--- config.mk ---
export PLATFORM = sky130hd
export DESIGN_NAME = helicity_window_checker_pairer
export DESIGN_NICKNAME = d
export VERILOG_FILES = /design/src/sv/hwcp_pkg.sv /design/src/sv/hwcp_seq_check.sv /design/src/sv/hwcp_pair_queue.sv /design/src/sv/helicity_window_checker_pairer.sv
export VERILOG_INCLUDE_DIRS = /design/src /design/src/sv
export SDC_FILE = /design/constraint.sdc
export NUM_CORES = 1
export LEC_CHECK = 0
export BUFFER_PORTS_ARGS = -buffer_cell sky130_fd_sc_hd__clkbuf_2
export CAP_MARGIN = 30
export CORE_UTILIZATION = 60
export DETAILED_ROUTE_END_ITERATION = 10
export HOLD_SLACK_MARGIN = 0.05
export PLACE_DENSITY = 0.78
export SLEW_MARGIN = 20
export SYNTH_ARGS = -nofsm -noshare
export SYNTH_HDL_FRONTEND = slang
export SYNTH_SLANG_ARGS = --single-unit
export TNS_END_PERCENT = 30
--- constraint.sdc ---
create_clock -name i_clk -period 12.1 [get_ports i_clk]
set_clock_uncertainty 0.1 [all_clocks]
set_input_delay 1.21 -clock i_clk [delete_from_list [all_inputs] [get_ports i_clk]]
set_output_delay 1.21 -clock i_clk [all_outputs]
set_load 0.005 [all_outputs]
--- src/sv/helicity_window_checker_pairer_macros.svh ---
`ifndef HELICITY_WINDOW_CHECKER_PAIRER_MACROS_SVH
`define HELICITY_WINDOW_CHECKER_PAIRER_MACROS_SVH

// same-cycle implication, disabled during reset
`define HWCP_ASSERT_NOW(label, clk, rst_n, ante, cons, msg) \
    label: assert property (@(posedge clk) disable iff (!(rst_n)) (ante) |-> (cons)) \
        else $error(msg);

// next-cycle implication, disabled during reset
`define HWCP_ASSERT_NEXT(label, clk, rst_n, ante, cons, msg) \
    label: assert property (@(posedge clk) disable iff (!(rst_n)) (ante) |=> (cons)) \
        else $error(msg);

`endif

--- src/sv/hwcp_pkg.sv ---
package hwcp_pkg;

    localparam int QUEUE_DEPTH_DEF = 16;
    localparam int TAG_BITS_DEF    = 32;

    localparam logic [1:0] HEL_LEFT    = 2'd0;
    localparam logic [1:0] HEL_RIGHT   = 2'd1;
    localparam logic [1:0] HEL_UNKNOWN = 2'd2;
    localparam logic [1:0] HEL_INVALID = 2'd3;

    localparam logic [23:0] PRED_SEED       = 24'h000001;
    localparam logic [4:0]  GOOD_RUN_MAX    = 5'd25;
    localparam logic [4:0]  GOOD_RUN_TRUST  = 5'd24;
    localparam logic [7:0]  SLOT_WIN_START  = 8'd1;

    typedef enum logic [2:0] {
        ST_OK         = 3'd0,
        ST_SYNCH_MID  = 3'd1,
        ST_SYNCH_SAME = 3'd2,
        ST_HEL_MID    = 3'd3,
        ST_HEL_SAME   = 3'd4,
        ST_HEL_WRONG  = 3'd5
    } t_seq_status;

    typedef enum logic [1:0] {
        PE_NONE     = 2'd0,
        PE_DROPPED  = 2'd1,
        PE_ALONE    = 2'd2,
        PE_OVERFLOW = 2'd3
    } t_pair_err;

    typedef struct packed {
        logic [31:0] event_number;
        logic [7:0]  time_slot;
        logic        pair_synch;
        logic [1:0]  helicity;
    } t_in_item;

    typedef struct packed {
        logic [2:0]  sequence_status;
        logic        pair_made;
        logic [31:0] right_event;
        logic [31:0] left_event;
        logic [1:0]  pairing_error;
        logic        skipping_now;
    } t_out_item;

    typedef struct packed {
        logic       adv;
        logic       is_first;
        logic       slot_one;
        logic       synch;
        logic [1:0] hel;
        logic       seen;
    } t_step;

endpackage

--- src/sv/hwcp_seq_check.sv ---
module hwcp_seq_check (
    input  logic                   i_clk,
    input  logic                   i_rst_n,
    input  hwcp_pkg::t_step        i_step,
    output hwcp_pkg::t_seq_status  o_status
);

    logic        r_cur_synch, n_cur_synch;
    logic [1:0]  r_cur_hel, n_cur_hel;
    logic        r_cur_seen, n_cur_seen;
    logic [23:0] r_shift, n_shift;
    logic [4:0]  r_good_cnt, n_good_cnt;

    logic pred_bit;
    logic trusted;
    logic mismatch;

    assign pred_bit = r_shift[23] ^ r_shift[22] ^ r_shift[21] ^ r_shift[16];
    assign trusted  = (r_good_cnt > hwcp_pkg::GOOD_RUN_TRUST);
    assign mismatch = (i_step.hel != {1'b0, pred_bit});

    always_comb begin
        n_cur_synch = r_cur_synch;
        n_cur_hel   = r_cur_hel;
        n_cur_seen  = r_cur_seen;
        n_shift     = r_shift;
        n_good_cnt  = r_good_cnt;
        o_status    = hwcp_pkg::ST_OK;
        if (i_step.slot_one) begin
            n_cur_synch = i_step.synch;
            n_cur_hel   = i_step.hel;
            n_cur_seen  = i_step.seen;
            if (r_cur_seen) begin
                if (i_step.synch == r_cur_synch) begin
                    o_status = hwcp_pkg::ST_SYNCH_SAME;
                end
                if (i_step.is_first) begin
                    n_shift = {r_shift[22:0], pred_bit};
                    if (r_good_cnt < hwcp_pkg::GOOD_RUN_MAX) begin
                        n_good_cnt = r_good_cnt + 5'd1;
                    end
                    if ((i_step.hel != hwcp_pkg::HEL_UNKNOWN) && mismatch) begin
                        n_shift = {r_shift[22:0], i_step.hel[0]};
                        if (trusted) begin
                            n_good_cnt = '0;
                        end
                    end
                    if (trusted && mismatch) begin
                        o_status = hwcp_pkg::ST_HEL_WRONG;
                    end
                end else if (i_step.hel == r_cur_hel) begin
                    o_status = hwcp_pkg::ST_HEL_SAME;
                end
            end
        end else if (r_cur_seen) begin
            if (i_step.synch != r_cur_synch) begin
                o_status = hwcp_pkg::ST_SYNCH_MID;
            end
            if (i_step.hel != r_cur_hel) begin
                o_status = hwcp_pkg::ST_HEL_MID;
            end
        end
    end

    always_ff @(posedge i_clk) begin
        if (!i_rst_n) begin
            r_cur_synch <= 1'b0;
            r_cur_hel   <= hwcp_pkg::HEL_LEFT;
            r_cur_seen  <= 1'b0;
            r_shift     <= hwcp_pkg::PRED_SEED;
            r_good_cnt  <= '0;
        end else if (i_step.adv) begin
            r_cur_synch <= n_cur_synch;
            r_cur_hel   <= n_cur_hel;
            r_cur_seen  <= n_cur_seen;
            r_shift     <= n_shift;
            r_good_cnt  <= n_good_cnt;
        end
    end

endmodule

--- src/sv/hwcp_pair_queue.sv ---
`include "helicity_window_checker_pairer_macros.svh"

module hwcp_pair_queue #(
    parameter int QUEUE_DEPTH = hwcp_pkg::QUEUE_DEPTH_DEF,
    parameter int TAG_BITS    = hwcp_pkg::TAG_BITS_DEF
) (
    input  logic                  i_clk,
    input  logic                  i_rst_n,
    input  hwcp_pkg::t_step       i_step,
    input  logic [TAG_BITS-1:0]   i_tag,
    output logic                  o_paired,
    output logic [TAG_BITS-1:0]   o_right,
    output logic [TAG_BITS-1:0]   o_left,
    output hwcp_pkg::t_pair_err   o_perr,
    output logic                  o_skipping
);

    localparam int AW = (QUEUE_DEPTH > 1) ? $clog2(QUEUE_DEPTH) : 1;
    localparam int FW = $clog2(QUEUE_DEPTH + 1);
    localparam int EW = TAG_BITS + 2;
    localparam logic [FW-1:0] FULL     = FW'(QUEUE_DEPTH);
    localparam logic [FW:0]   DEPTH_X  = (FW + 1)'(QUEUE_DEPTH);
    localparam logic [AW-1:0] LAST_IDX = AW'(QUEUE_DEPTH - 1);

    logic [EW-1:0] mem [QUEUE_DEPTH];
    logic [EW-1:0] r_rd;

    logic [AW-1:0] r_head, n_head;
    logic [FW-1:0] r_fill, n_fill;
    logic          r_skip, n_skip;
    logic          r_last_paired;

    logic          we;
    logic [AW-1:0] wa;
    logic [EW-1:0] wd;
    logic [AW-1:0] rd_addr;
    logic [AW-1:0] base_head;
    logic [FW-1:0] base_fill;
    logic          push;
    logic [FW:0]   tail_sum;
    logic [FW:0]   tail_wrap;
    logic          skip_now;

    assign wd = {i_tag, i_step.hel};

    always_comb begin
        skip_now  = (i_step.is_first && i_step.slot_one) ? 1'b0 : r_skip;
        n_skip    = skip_now;
        n_head    = r_head;
        n_fill    = r_fill;
        o_perr    = hwcp_pkg::PE_NONE;
        o_paired  = 1'b0;
        o_right   = '0;
        o_left    = '0;
        we        = 1'b0;
        push      = 1'b0;
        base_head = r_head;
        base_fill = r_fill;
        tail_sum  = '0;
        tail_wrap = '0;
        wa        = '0;
        if (!skip_now) begin
            if (i_step.is_first) begin
                push = 1'b1;
                if (r_last_paired && (r_fill != '0)) begin
                    o_perr    = hwcp_pkg::PE_DROPPED;
                    base_head = '0;
                    base_fill = '0;
                    if (!i_step.slot_one) begin
                        n_skip = 1'b1;
                        push   = 1'b0;
                    end
                end
                n_head = base_head;
                n_fill = base_fill;
                tail_sum  = (FW + 1)'(base_head) + (FW + 1)'(base_fill);
                tail_wrap = (tail_sum >= DEPTH_X) ? (tail_sum - DEPTH_X) : tail_sum;
                wa        = tail_wrap[AW-1:0];
                if (push) begin
                    if (base_fill == FULL) begin
                        o_perr = hwcp_pkg::PE_OVERFLOW;
                    end else begin
                        we     = 1'b1;
                        n_fill = base_fill + FW'(1);
                    end
                end
            end else if (r_fill != '0) begin
                o_paired = 1'b1;
                if (r_rd[1:0] == hwcp_pkg::HEL_RIGHT) begin
                    o_right = r_rd[EW-1:2];
                    o_left  = i_tag;
                end else begin
                    o_right = i_tag;
                    o_left  = r_rd[EW-1:2];
                end
                n_head = (r_head == LAST_IDX) ? '0 : r_head + AW'(1);
                n_fill = r_fill - FW'(1);
            end else begin
                o_perr = hwcp_pkg::PE_ALONE;
                n_skip = 1'b1;
            end
        end
    end

    assign o_skipping = n_skip;
    assign rd_addr    = i_step.adv ? n_head : r_head;

    always_ff @(posedge i_clk) begin
        if (i_step.adv && we) begin
            mem[wa] <= wd;
        end
        if (i_step.adv && we && (wa == rd_addr)) begin
            r_rd <= wd;
        end else begin
            r_rd <= mem[rd_addr];
        end
    end

    always_ff @(posedge i_clk) begin
        if (!i_rst_n) begin
            r_head        <= '0;
            r_fill        <= '0;
            r_skip        <= 1'b1;
            r_last_paired <= 1'b0;
        end else if (i_step.adv) begin
            r_head        <= n_head;
            r_fill        <= n_fill;
            r_skip        <= n_skip;
            r_last_paired <= o_paired;
        end
    end

    `HWCP_ASSERT_NOW(a_fill_bound, i_clk, i_rst_n, 1'b1, r_fill <= FULL, "queue fill beyond depth")
    `HWCP_ASSERT_NEXT(a_overflow_hold, i_clk, i_rst_n, i_step.adv && (o_perr == hwcp_pkg::PE_OVERFLOW), $stable(r_fill) && $stable(r_head), "overflow changed the queue")
    `HWCP_ASSERT_NEXT(a_alone_skip, i_clk, i_rst_n, i_step.adv && (o_perr == hwcp_pkg::PE_ALONE), r_skip && (r_fill == '0), "unpartnered second did not start skipping")
    `HWCP_ASSERT_NOW(a_pair_clean, i_clk, i_rst_n, o_paired, (o_perr == hwcp_pkg::PE_NONE) && !i_step.is_first, "pair made with an error")

endmodule

--- src/sv/helicity_window_checker_pairer.sv ---
// Helicity window checker and pairer.
// Input channel: i_in_valid / o_in_stall carry one event transaction
// (tag, time slot, pair synch, helicity). Output channel: o_out_valid /
// i_out_stall carry one result transaction per event: sequence status,
// pair made with right and left tags, pairing error and skipping flag.
// A transaction moves at a rising edge with valid high and stall low.
// Configuration: i_cfg_valid / o_cfg_ready write first_pair_synch; the port
// is always ready, and the user must see that it is written only while no
// event is in flight; the block does not enforce this. An event accepted
// into the input register passes combinationally through the window checks,
// LFSR step and queue push or pop into the result register, offered from
// then on. One event per cycle while the receiver does not stall. The queue
// head is held in a registered read port refreshed on every step.
// When the receiver stalls the result register holds and the input register
// holds one more event; o_in_stall rises only when both are full.
// Reset (synchronous, active low) empties both stages and the queue, seeds
// the predictor with 1, clears the good-run count and starts in skipping.
module helicity_window_checker_pairer #(
    parameter int QUEUE_DEPTH = hwcp_pkg::QUEUE_DEPTH_DEF,
    parameter int TAG_BITS    = hwcp_pkg::TAG_BITS_DEF
) (
    input  logic                i_clk,
    input  logic                i_rst_n,
    input  logic                i_in_valid,
    output logic                o_in_stall,
    input  hwcp_pkg::t_in_item  i_in_item,
    output logic                o_out_valid,
    input  logic                i_out_stall,
    output hwcp_pkg::t_out_item o_out_item,
    input  logic                i_cfg_valid,
    output logic                o_cfg_ready,
    input  logic                i_cfg_data
);

    logic                r_in_vld;
    hwcp_pkg::t_in_item  r_in;
    logic                r_out_vld;
    hwcp_pkg::t_out_item r_out, n_out;
    logic                r_first_synch;

    logic                advance;
    logic [63:0]         tag_ext;
    logic [TAG_BITS-1:0] tag;
    logic [1:0]          hel;
    hwcp_pkg::t_step     step;

    hwcp_pkg::t_seq_status status;
    logic                  paired;
    logic [TAG_BITS-1:0]   right_tag;
    logic [TAG_BITS-1:0]   left_tag;
    hwcp_pkg::t_pair_err   perr;
    logic                  skipping;
    logic [63:0]           right_ext;
    logic [63:0]           left_ext;

    assign advance     = r_in_vld && (!r_out_vld || !i_out_stall);
    assign o_in_stall  = r_in_vld && !advance;
    assign o_out_valid = r_out_vld;
    assign o_out_item  = r_out;
    assign o_cfg_ready = 1'b1;

    assign tag_ext = {32'd0, r_in.event_number};
    assign tag     = tag_ext[TAG_BITS-1:0];
    assign hel     = (r_in.helicity == hwcp_pkg::HEL_INVALID) ? hwcp_pkg::HEL_UNKNOWN
                                                               : r_in.helicity;

    always_comb begin
        step.adv      = advance;
        step.is_first = (r_in.pair_synch == r_first_synch);
        step.slot_one = (r_in.time_slot == hwcp_pkg::SLOT_WIN_START);
        step.synch    = r_in.pair_synch;
        step.hel      = hel;
        step.seen     = (tag != '0);
    end

    hwcp_seq_check u_seq (
        .i_clk    (i_clk),
        .i_rst_n  (i_rst_n),
        .i_step   (step),
        .o_status (status)
    );

    hwcp_pair_queue #(
        .QUEUE_DEPTH (QUEUE_DEPTH),
        .TAG_BITS    (TAG_BITS)
    ) u_pair (
        .i_clk      (i_clk),
        .i_rst_n    (i_rst_n),
        .i_step     (step),
        .i_tag      (tag),
        .o_paired   (paired),
        .o_right    (right_tag),
        .o_left     (left_tag),
        .o_perr     (perr),
        .o_skipping (skipping)
    );

    assign right_ext = 64'(right_tag);
    assign left_ext  = 64'(left_tag);

    always_comb begin
        n_out.sequence_status = status;
        n_out.pair_made       = paired;
        n_out.right_event     = right_ext[31:0];
        n_out.left_event      = left_ext[31:0];
        n_out.pairing_error   = perr;
        n_out.skipping_now    = skipping;
    end

    always_ff @(posedge i_clk) begin
        if (!i_rst_n) begin
            r_in_vld      <= 1'b0;
            r_out_vld     <= 1'b0;
            r_first_synch <= 1'b1;
        end else begin
            if (i_cfg_valid && o_cfg_ready) begin
                r_first_synch <= i_cfg_data;
            end
            if (i_in_valid && !o_in_stall) begin
                r_in_vld <= 1'b1;
            end else if (advance) begin
                r_in_vld <= 1'b0;
            end
            if (advance) begin
                r_out_vld <= 1'b1;
            end else if (!i_out_stall) begin
                r_out_vld <= 1'b0;
            end
        end
    end

    always_ff @(posedge i_clk) begin
        if (i_in_valid && !o_in_stall) begin
            r_in <= i_in_item;
        end
        if (advance) begin
            r_out <= n_out;
        end
    end

endmodule

==> results of run 1 <==
[layout make-up]
type | count | area [sq um] | share of cell area, %
clock buffers | 96 | 1953 | 6.203
well taps | 600 | 750.7 | 2.384
inverters | 14 | 53.80 | 0.1709
repair buffers | 158 | 1129 | 3.584
flip-flops and latches | 709 | 20790 | 66.01
clock inverters | 24 | 239.0 | 0.7589
multi-input cells | 638 | 6576 | 20.88
[through the flow]
step	setup slack [ns]	power, mW	utilization [%]	hold WS, ns
5_1_grt	7.075	5.001	69.24	0.3790
3_3_place_gp	7.403	2.827	63.65	0.3351
2_1_floorplan	7.285	2.788	-	0.3310
4_1_cts	7.378	4.905	69.10	0.3520
3_5_place_dp	7.466	2.831	64.28	0.3431
6_report	7.305	4.878	69.24	0.3504
[sequential cells by signal, indices dropped and copies added (netlist names), 2 cells and up, named ones only]
signal / count
u_pair.mem: 544
tag: 32
u_seq.r_shift: 24
r_in: 11
u_pair.r_head: 4
u_seq.r_good_cnt: 5
u_pair.r_fill: 5
u_seq.r_cur_hel: 2
o_out_item: 71
[how the worst max path moves through the flow]
stage                                  end  cells after the start  slack, ns
6_report       u_pair.mem[9][32]$_DFFE_PP_                     14       7.31
2_1_floorplan  u_pair.mem[10][0]$_DFFE_PP_                     15       7.29
3_3_place_gp   u_pair.mem[1][10]$_DFFE_PP_                     12       7.40
3_5_place_dp   u_pair.mem[8][27]$_DFFE_PP_                     14       7.47
5_1_grt        u_pair.mem[9][30]$_DFFE_PP_                     14       7.08
4_1_cts        u_pair.mem[9][32]$_DFFE_PP_                     14       7.38
[cells by family after synthesis]
group,Yosys count
AO/OA/AOI/OAI,199
XOR/XNOR,13
adder cells (fa/ha/maj),9
buffers and inverters,96
flip-flops,709
multiplexers,198
other,1
AND/OR/NAND/NOR,218
[report_power, final]
| group | switching (mW) | total (mW) | internal [mW] |
|---|---|---|---|
| clock network | 0.883 | 2.10 | 1.22 |
| logic | 0.0298 | 0.0482 | 0.0184 |
| registers | 0.0361 | 2.73 | 2.69 |
| total | 0.949 | 4.88 | 3.93 |
[worst max-delay path: stages (launching register included)]
cell and delay, ns:
dfxtp_1 0.43, inv_1 0.10, ha_1 0.22, or4b_1 0.65, nand2_2 0.25, nand2_1 0.12, inv_1 0.08, ha_1 0.17
ha_1 0.20, nor3b_1 0.06, a211oi_1 0.32, nand3_1 0.18, or3_4 0.48, nor2_4 0.63, buf_4 0.43
[cells in the mapped netlist (all sizes together), types with 13 or more instances]
library cell    n  share of area, %
dfxtp          51               3.7
a21boi         24              0.65
edfxtp        658                71
inv            13              0.18
buf            36              0.92
nor2b          13              0.29
mux2i          68               2.5
o21ai          42              0.76
nand2          98               1.3
nor2           34              0.47
mux4          130                11
clkbuf         46              0.62
a21oi          21              0.41
a22o           65               2.1
[routing by layer]
layer | vias up | track usage, % | share of wire [%] | wire length (microns)
li1 | 6155 | - | - | -
met4 | 0 | 9.272 | 3.2 | 1876
met3 | 134 | 4.738 | 7.6 | 4468
met1 | 7412 | 35.43 | 39 | 23260
met2 | 732 | 42.44 | 50 | 29370
met5 | - | 0 | 0 | 0
==> run metrics, run 1 <==
Mapped Area=27680 sq um; HP Start=u_seq.r_shift[10]$_SDFFE_PN0P_; initial drt markers=1380; CP Max Fanout=18; root buf cell=clkbuf_16; Pleak=10.14 nW; Synth cell types=76; Slew Limit Headroom=34.85%; GRT overflow=0; Chip Height=216.8 microns; f_max=208.6 MHz; clock latency at the later pin of the worst-skew pair=0.61 ns; asr flop ratio synth=0%; XOR/XNOR Fraction of Synth Area=0.4611%; H-Tree Depth=3; commonest non-fill, non-tap cell in the layout=edfxtp_1; Routed Antenna Nets=0; layout cells sized above 1=25.75%; Total Routing Usage GR=25.92%; I/O pins=123; Critical Setup Path Class=reg2reg; routed vias/inst=6.446; DP Area=29230 sq um; unrepaired setup endpoints after global routing=no; Hold EP=u_seq.r_shift[11]$_SDFFE_PN0P_; nets=1648; setup TNS=0 ns; Crit. End Element=flop; Die Wd=216.8 microns; Syn-to-layout area delta=13.78%; clock slew at reported path FFs=0.06 ns; number of global-route vias before repair=14790; total die area=46990 sq um; dpl cells=2116; Cell Pwr Density=154.9 nW/um^2; r2r setup slk=7.31 ns; diode count=0; Compound-Gate Fraction of Synth Area=5.285%; synth warn=0; Worst Path Arrival=4.96 ns; clk buf depth=3; R2R Path Start=u_pair.r_fill[1]$_SDFFE_PN0P_; initial antenna violation count=0; hpwl dp=32530 microns; Residual DRC=0; status=finished clean; max-slew violations=0; Slew @ Worst Pin=0.9645 ns; Starting Density=60.85%; register area share after synthesis=75.08%; Core Region=45480 sq um; Post-Synth Simple-Gate Area=3.983%; largest family of logic cells by synthesized area=multiplexers; endpoints failing setup=0; largest net degree at the start of global routing=69; TritonCTS clock tree=done; Avg Cell Area, Syn=19.18 sq um; cts hold-fix bufs=0; R2R Path End=u_pair.mem[9][32]$_DFFE_PP_; Final Hold Fails=0; Port Buf Inserts=121; Final Cycle Share=39.63%; Max-cap violations=0; Post-Synth Adder-Cell Area=0.3978%; Vias=14430; worst setup path start=u_pair.r_fill[1]$_SDFFE_PN0P_; Resized cells post-CTS=0; r2r worst-path depth=14; Non-Filler Instances=2239; most frequent cells in the layout=edfxtp_1, mux4_2, clkbuf_2, nand2_1, clkbuf_16; minimum period implied by the final worst setup slack=4.795 ns; DR pass1 iterations=5; Max VDD drop=0.0001212 V; fill cell count=2766; first-pass GRT wire length=89310 microns; top_reg_cell synth=edfxtp_1; WHS Path Cells=2; Num CTS Buffers=70; Post-Syn Instances=1443; Post-CTS Setup Repair Bufs=0; final WL=58980 microns; Net Count, Synth=1500; wire per inst=26.34 microns; Sink Count=709; fraction of synthesized area in multiplexers=13.04%; hold crit path type=reg2reg; routability cong.=0.7942; Startpoint Class=flop; standard-cell rows=78; flop and latch count out of synthesis=709; final instance area=31490 sq um; CP required=12.26 ns; Post-synth EDFFs=658
Note: power is estimated with default switching activity, not from simulation.
==> inputs of run 2 (changes only) <==
Clock period 12.1 ns to 4.6 ns, I/O delays scaled along.
==> run 2 against run 1 <==
Compared with the run above: die area unchanged; critical path depth is 1 lower; non-clock buffer count up 57; hold slack better by 0.0021 ns; via count grew 2.5%; sequential share of layout area decreased by 0.96 points; power grew to 2.6 times the previous value; worst setup slack worse by 7.1 ns.
==> run metrics, run 2 (synthesis results as in run 1) <==
nets=1706 (+3.5%); clk buf depth=3 (unchanged); Final Cycle Share=94.51% (+55 points); Num CTS Buffers=71 (+1.4%); setup ws final=0.2528 ns (-7.052 ns); delay-heaviest family, CP=simple AND/OR/NAND/NOR gates; DR pass1 iterations=6 (+1); fin util=70.26% (+1.0 points); Crit. End Element=flop; Pwr Total=12.89 mW (+160%); layout cells sized above 1=25.48% (-0.26 points); TritonCTS clock tree=done; unrepaired setup endpoints after global routing=no; Cell Pwr Density=403.4 nW/um^2 (+160%); I/O pins=123 (unchanged); H-Tree Depth=3 (unchanged); Biggest register=u_pair.mem; final WL=60910 microns (+3.3%); max-slew violations=0 (unchanged); Routed Antenna Nets=0 (unchanged); Total Routing Usage GR=26.62% (+0.70 points); Starting Density=60.85% (unchanged); clock slew at reported path FFs=0.06 ns (about the same); Die Wd=216.8 microns (unchanged); largest net degree at the start of global routing=103 (+49%); final instance area=31950 sq um (+1.5%); Vias=14790 (+2.5%); routability cong.=0.8386 (+5.6%); hold crit path type=reg2reg; Final Hold Fails=0 (unchanged); most frequent cells in the layout=edfxtp_1, mux4_2, clkbuf_2, nand2_1, clkbuf_16; Slew Limit Headroom=39.02% (+4.2 points); minimum period implied by the final worst setup slack=4.347 ns (-0.4477 ns); DP Area=29260 sq um (+0.10%); Slew @ Worst Pin=0.9028 ns (-0.06176 ns); total die area=46990 sq um (unchanged); Largest register FFs=544 (unchanged); Min Hold Slack=0.3526 ns (+0.002122 ns); endpoints failing setup=0 (unchanged); crit-path cells=inv_1 -> ha_1 -> or4b_1 -> nand2_2 -> nand2_1 -> inv_1 -> ha_1 -> maj3_1 -> a211o_1 -> o2111ai_1 -> a41oi_1 -> nor2_4 -> buf_4; Max VDD drop=0.0003107 V (+160%); Post-CTS Setup Repair Bufs=0 (unchanged); hpwl dp=33560 microns (+3.1%); Startpoint Class=flop; GRT overflow=0 (unchanged); commonest non-fill, non-tap cell in the layout=edfxtp_1; Worst Path Arrival=4.50 ns (-0.46 ns); WP buf/inv=3 (unchanged); Worst path max stage delay=0.56 ns (-0.09 ns); Residual DRC=0 (unchanged); standard-cell rows=78 (unchanged); Port Buf Inserts=121 (unchanged); CP required=4.76 ns (-7.50 ns); status=finished clean; initial drt markers=1529 (+11%); Critical Setup Path Class=reg2reg; Slowest-stage cell, CP=dfxtp_1; wire per inst=26.43 microns (+0.36%); clock latency at the later pin of the worst-skew pair=0.60 ns (about the same); CP Max Fanout=19 (+1); Pleak=10.35 nW (+2.1%); routed vias/inst=6.421 (-0.39%); initial antenna violation count=1 (+1); number of global-route vias before repair=14860 (+0.46%); Chip Height=216.8 microns (unchanged); pre-CTS setup slack=0.3648 ns (-7.102 ns); Max-cap violations=0 (unchanged); Syn-to-layout area delta=15.46%; Sink Count=709 (unchanged); root buf cell=clkbuf_16; first-pass GRT wire length=91590 microns (+2.5%); Core Region=45480 sq um (unchanged); r2r setup slk=0.25 ns (-7.05 ns); f_max=230.0 MHz (+10%)
## run 2: changes by cell type in the layout (fill, tap and decap cells not counted), moves of 2 or more
cell	delta
clkbuf_1	-8
buf_4	+13
inv_6	+2
clkbuf_8	-3
buf_12	+8
dlygate4sd3_1	+47
clkinv_1	+13
buf_16	-10
clkinv_2	+3
## run 2: final timing paths
| check | start | end | cells after the start |
|---|---|---|---|
| worst min register to register | u_seq.r_shift[9]$_SDFFE_PN0P_ | u_seq.r_shift[10]$_SDFFE_PN0P_ | 2 |
| worst max register to register | u_pair.r_fill[1]$_SDFFE_PN0P_ | u_pair.mem[1][24]$_DFFE_PP_ | 13 |
| worst max-delay path | u_pair.r_fill[1]$_SDFFE_PN0P_ | u_pair.mem[1][24]$_DFFE_PP_ | 13 |
| worst min-delay path | u_seq.r_shift[9]$_SDFFE_PN0P_ | u_seq.r_shift[10]$_SDFFE_PN0P_ | 2 |
## run 2: where the power goes
part / leakage, nW / total, mW / switching, mW / internal (mW)
registers: 6.41 / 7.18 / 0.0913 / 7.09
clock network: 1.09 / 5.53 / 2.33 / 3.20
logic: 2.86 / 0.178 / 0.100 / 0.0782
## run 2: metal layers
layer / GRT usage, % / up-vias / wire length, microns
met4: 8.286 / 0 / 1365
li1: - / 6286 / -
met5: 0 / - / 0
met3: 4.486 / 102 / 4435
met1: 36.04 / 7621 / 24110
met2: 44.73 / 785 / 31000
## run 2: area by class of cell
class | instances | area, sq um
timing repair buffer | 215 | 1567
tap | 600 | 750.7
sequential | 709 | 20790
clock buffer | 85 | 1882
clock inverter | 42 | 335.3
multi-input combinational | 638 | 6576
antenna | 1 | 2.502
inverter | 14 | 53.80
fill | 2771 | 13520
## run 2: what timing repair did
action / CTS / global route
hold endpoints to repair: 46 / 0
setup endpoints to repair: 0 / 0
hold buffers: 47 / 0
gates resized for setup: 0 / 0
## run 2: tightest hold or removal path, cell delays in order, from the launching register on
cell      delay, ns
dfxtp_1        0.31
nand2_1        0.05
a21boi_1       0.05
## run 2: through the flow
stage,cells,setup TNS [ns]
after global routing,2304,0
after CTS,2303,0
final,2304,0
after floorplan,1443,-56.91
after detailed placement,2129,0
after global placement,2129,0
==> inputs of run 3 (changes only) <==
Settings changed: SYNTH_HIERARCHICAL set to 1.
==> run 3 against run 2 <==
Compared with the run above: via count grew 3.0%; critical path depth down 1; synthesized area rose by 1.9%; core utilization shrank 0.43 points; power increased by 1.1%; non-clock buffer count up 9; largest cell class unchanged; highest routed layer is now met5.
==> run metrics, run 3 <==
status=finished clean; f_max=242.6 MHz (+5.5%); layout cells sized above 1=27.53% (+2.0 points); setup ws final=0.4779 ns (+0.2252 ns); Post-Synth Simple-Gate Area=5.876% (+1.9 points); routability cong.=0.8314 (-0.86%); Mapped Area=28210 sq um (+1.9%); initial drt markers=1768 (+16%); Critical Setup Path Class=reg2reg; Post-Syn Instances=1521 (+5.4%); synth warn=6 (+6); count leader, synth=edfxtp_1; Port Buf Inserts=121 (unchanged); Net Count, Synth=1577 (+5.1%); area share of the largest cell type after synthesis=70.03% (-1.4 points); H-Tree Depth=3 (unchanged); hpwl dp=35150 microns (+4.8%); most frequent cells in the layout=edfxtp_1, nand2_1, mux4_2, clkbuf_2, clkbuf_16; Starting Density=60.73% (-0.12 points); Min Hold Slack=0.1199 ns (-0.2326 ns); Sink Count=709 (unchanged); max-slew violations=0 (unchanged); Pleak=10.68 nW (+3.2%); total die area=47900 sq um (+1.9%); first-pass GRT wire length=94470 microns (+3.1%); area leader, netlist=edfxtp_1; Chip Height=218.9 microns (+0.96%); Residual DRC=0 (unchanged); Slew Limit Headroom=36.70% (-2.3 points); final WL=63260 microns (+3.9%); Die Wd=218.9 microns (+0.96%); Biggest register=u_pair/mem; CP Max Fanout=34 (+15); Core Region=46460 sq um (+2.2%); endpoints failing setup=0 (unchanged); CP required=4.73 ns (-0.03 ns); Slew @ Worst Pin=0.9428 ns (+0.04000 ns); setup TNS=0 ns (unchanged); largest net degree at the start of global routing=66 (-36%); Max VDD drop=0.0002942 V (-5.3%); largest family of logic cells by synthesized area=multiplexers; Synth cell types=81 (+6.6%); clock slew at reported path FFs=0.06 ns (about the same); Cell Pwr Density=401.8 nW/um^2 (-0.39%); pre-CTS setup slack=0.5909 ns (+0.2262 ns); routed vias/inst=6.365 (-0.88%); DR pass1 iterations=5 (-1); hold crit path type=in2reg; Avg Cell Area, Syn=18.55 sq um (-3.3%); wire per inst=26.42 microns (about the same); TritonCTS clock tree=done; standard-cell rows=79 (+1.3%); Syn-to-layout area delta=14.99%; Post-Synth Adder-Cell Area=0.3459% (-0.052 points); Crit. End Element=flop; root buf cell=clkbuf_16; Startpoint Class=flop; I/O pins=123 (unchanged); fraction of synthesized area in multiplexers=13.88% (+0.84 points); minimum period implied by the final worst setup slack=4.122 ns (-0.2252 ns); Total Routing Usage GR=27.28% (+0.66 points); commonest non-fill, non-tap cell in the layout=edfxtp_1; Worst Path Arrival=4.25 ns (-0.25 ns); top_reg_cell synth=edfxtp_1; fill cell count=2791 (+0.72%); diode count=0 (-1); Post-CTS Setup Repair Bufs=0 (unchanged); nets=1790 (+4.9%); unrepaired setup endpoints after global routing=no; Post-synth top cells=edfxtp_1, nand2_1, mux4_2, mux2i_1, dfxtp_1; Num CTS Buffers=69 (-2.8%); Vias=15240 (+3.0%); Routed Antenna Nets=0 (unchanged); Max-cap violations=0 (unchanged); Post-synth EDFFs=658 (unchanged); asr flop ratio synth=0% (unchanged); GRT overflow=0 (unchanged); flop and latch count out of synthesis=709 (unchanged); Compound-Gate Fraction of Synth Area=3.317% (-2.0 points); synth top area cells=edfxtp_1, mux4_2, dfxtp_1; clk buf depth=3 (unchanged); XOR/XNOR Fraction of Synth Area=0.6075% (+0.15 points); Largest register FFs=544 (unchanged); clock latency at the later pin of the worst-skew pair=0.61 ns (about the same); initial antenna violation count=1 (unchanged); register area share after synthesis=73.65% (-1.4 points); Final Hold Fails=0 (unchanged); Resized cells post-CTS=0 (unchanged); number of global-route vias before repair=15280 (+2.9%); Final Cycle Share=89.61% (-4.9 points)
## run 3: changes by cell type after synthesis, sizes merged, moves of 7 or more
cell / previous run / this run
o21ai: 42 / 13
clkbuf: 46 / 39
o211ai: 6 / 37
nand3: 9 / 42
buf: 36 / 43
a21boi: 24 / 34
mux2: 0 / 33
nor2b: 13 / 5
a22o: 65 / 3
a21oi: 21 / 13
nor3: 4 / 28
nand2b: 8 / 1
nand2: 98 / 165
## run 3: metrics by stage
| step | std cells | cell area (sq um) | util (%) | power, mW |
|---|---|---|---|---|
| 6_report | 2394 | 32440 | 69.84 | 13.04 |
| 5_1_grt | 2394 | 32440 | 69.84 | 13.36 |
| 4_1_cts | 2392 | 32400 | 69.74 | 13.11 |
| 3_5_place_dp | 2222 | 29680 | 63.88 | 7.469 |
| 3_3_place_gp | 2220 | 29630 | 63.78 | 7.453 |
| 2_1_floorplan | 1521 | 28290 | - | 7.333 |
## run 3: critical path, stage by stage (launching register included)
cell,delay [ns]
dfxtp_1,0.45
inv_1,0.13
ha_1,0.25
or4b_1,0.61
nand2_1,0.21
and2_1,0.15
ha_1,0.17
maj3_1,0.17
nand2_1,0.07
a21oi_1,0.29
o22ai_2,0.36
nor3_4,0.26
buf_4,0.49
## run 3: final cells by class
class	count	area [sq um]	area share (%)
clock inverters	44	473.0	1.458
flip-flops and latches	709	20790	64.09
well taps	607	759.5	2.341
clock buffers	80	1789	5.515
inverters	16	60.06	0.1851
multi-input cells	714	6990	21.55
repair buffers	224	1579	4.867
## run 3: what timing repair did
| action | CTS | global route |
|---|---|---|
| hold endpoints to repair | 45 | 0 |
| hold buffers | 46 | 0 |
| setup endpoints to repair | 0 | 0 |
## run 3: routing by layer
metal  track usage [%]  vias to the layer above  routed length [microns]
met1             38.51                     7736                    24550
met3             5.087                      136                     5635
li1                  -                     6491                        -
met4             9.606                        2                     1956
met5                 0                        -                       10
met2             43.19                      872                    31110
## run 3: report_power, final
group          switching, mW  leakage (nW)  total, mW  internal [mW]
sequential            0.0755          6.41       7.16           7.08
clock                   2.36          1.11       5.67           3.31
combinational          0.119          3.17      0.204         0.0850
## run 3: final timing paths
path	start	end	slack [ns]	cells after the start
max reg2reg	u_pair/r_fill[1]$_SDFFE_PN0P_	u_pair/mem[14][8]$_DFFE_PP_	0.48	12
min reg2reg	u_seq/r_shift[12]$_SDFFE_PN0P_	u_seq/r_shift[12]$_SDFFE_PN0P_	0.37	2
max	u_pair/r_fill[1]$_SDFFE_PN0P_	u_pair/mem[14][8]$_DFFE_PP_	0.48	12
min	i_out_stall	o_out_valid$_SDFFE_PN0P_	0.12	3
## run 3: logic make-up (layout without fill, tap and decap cells)
logic type,after synthesis,after routing
AND/OR/NAND/NOR,335,335
AO/OA/AOI/OAI,128,128
flip-flops,709,709
buffers and inverters,98,364
adder cells (fa/ha/maj),8,8
other,1,1
multiplexers,227,227
XOR/XNOR,15,15
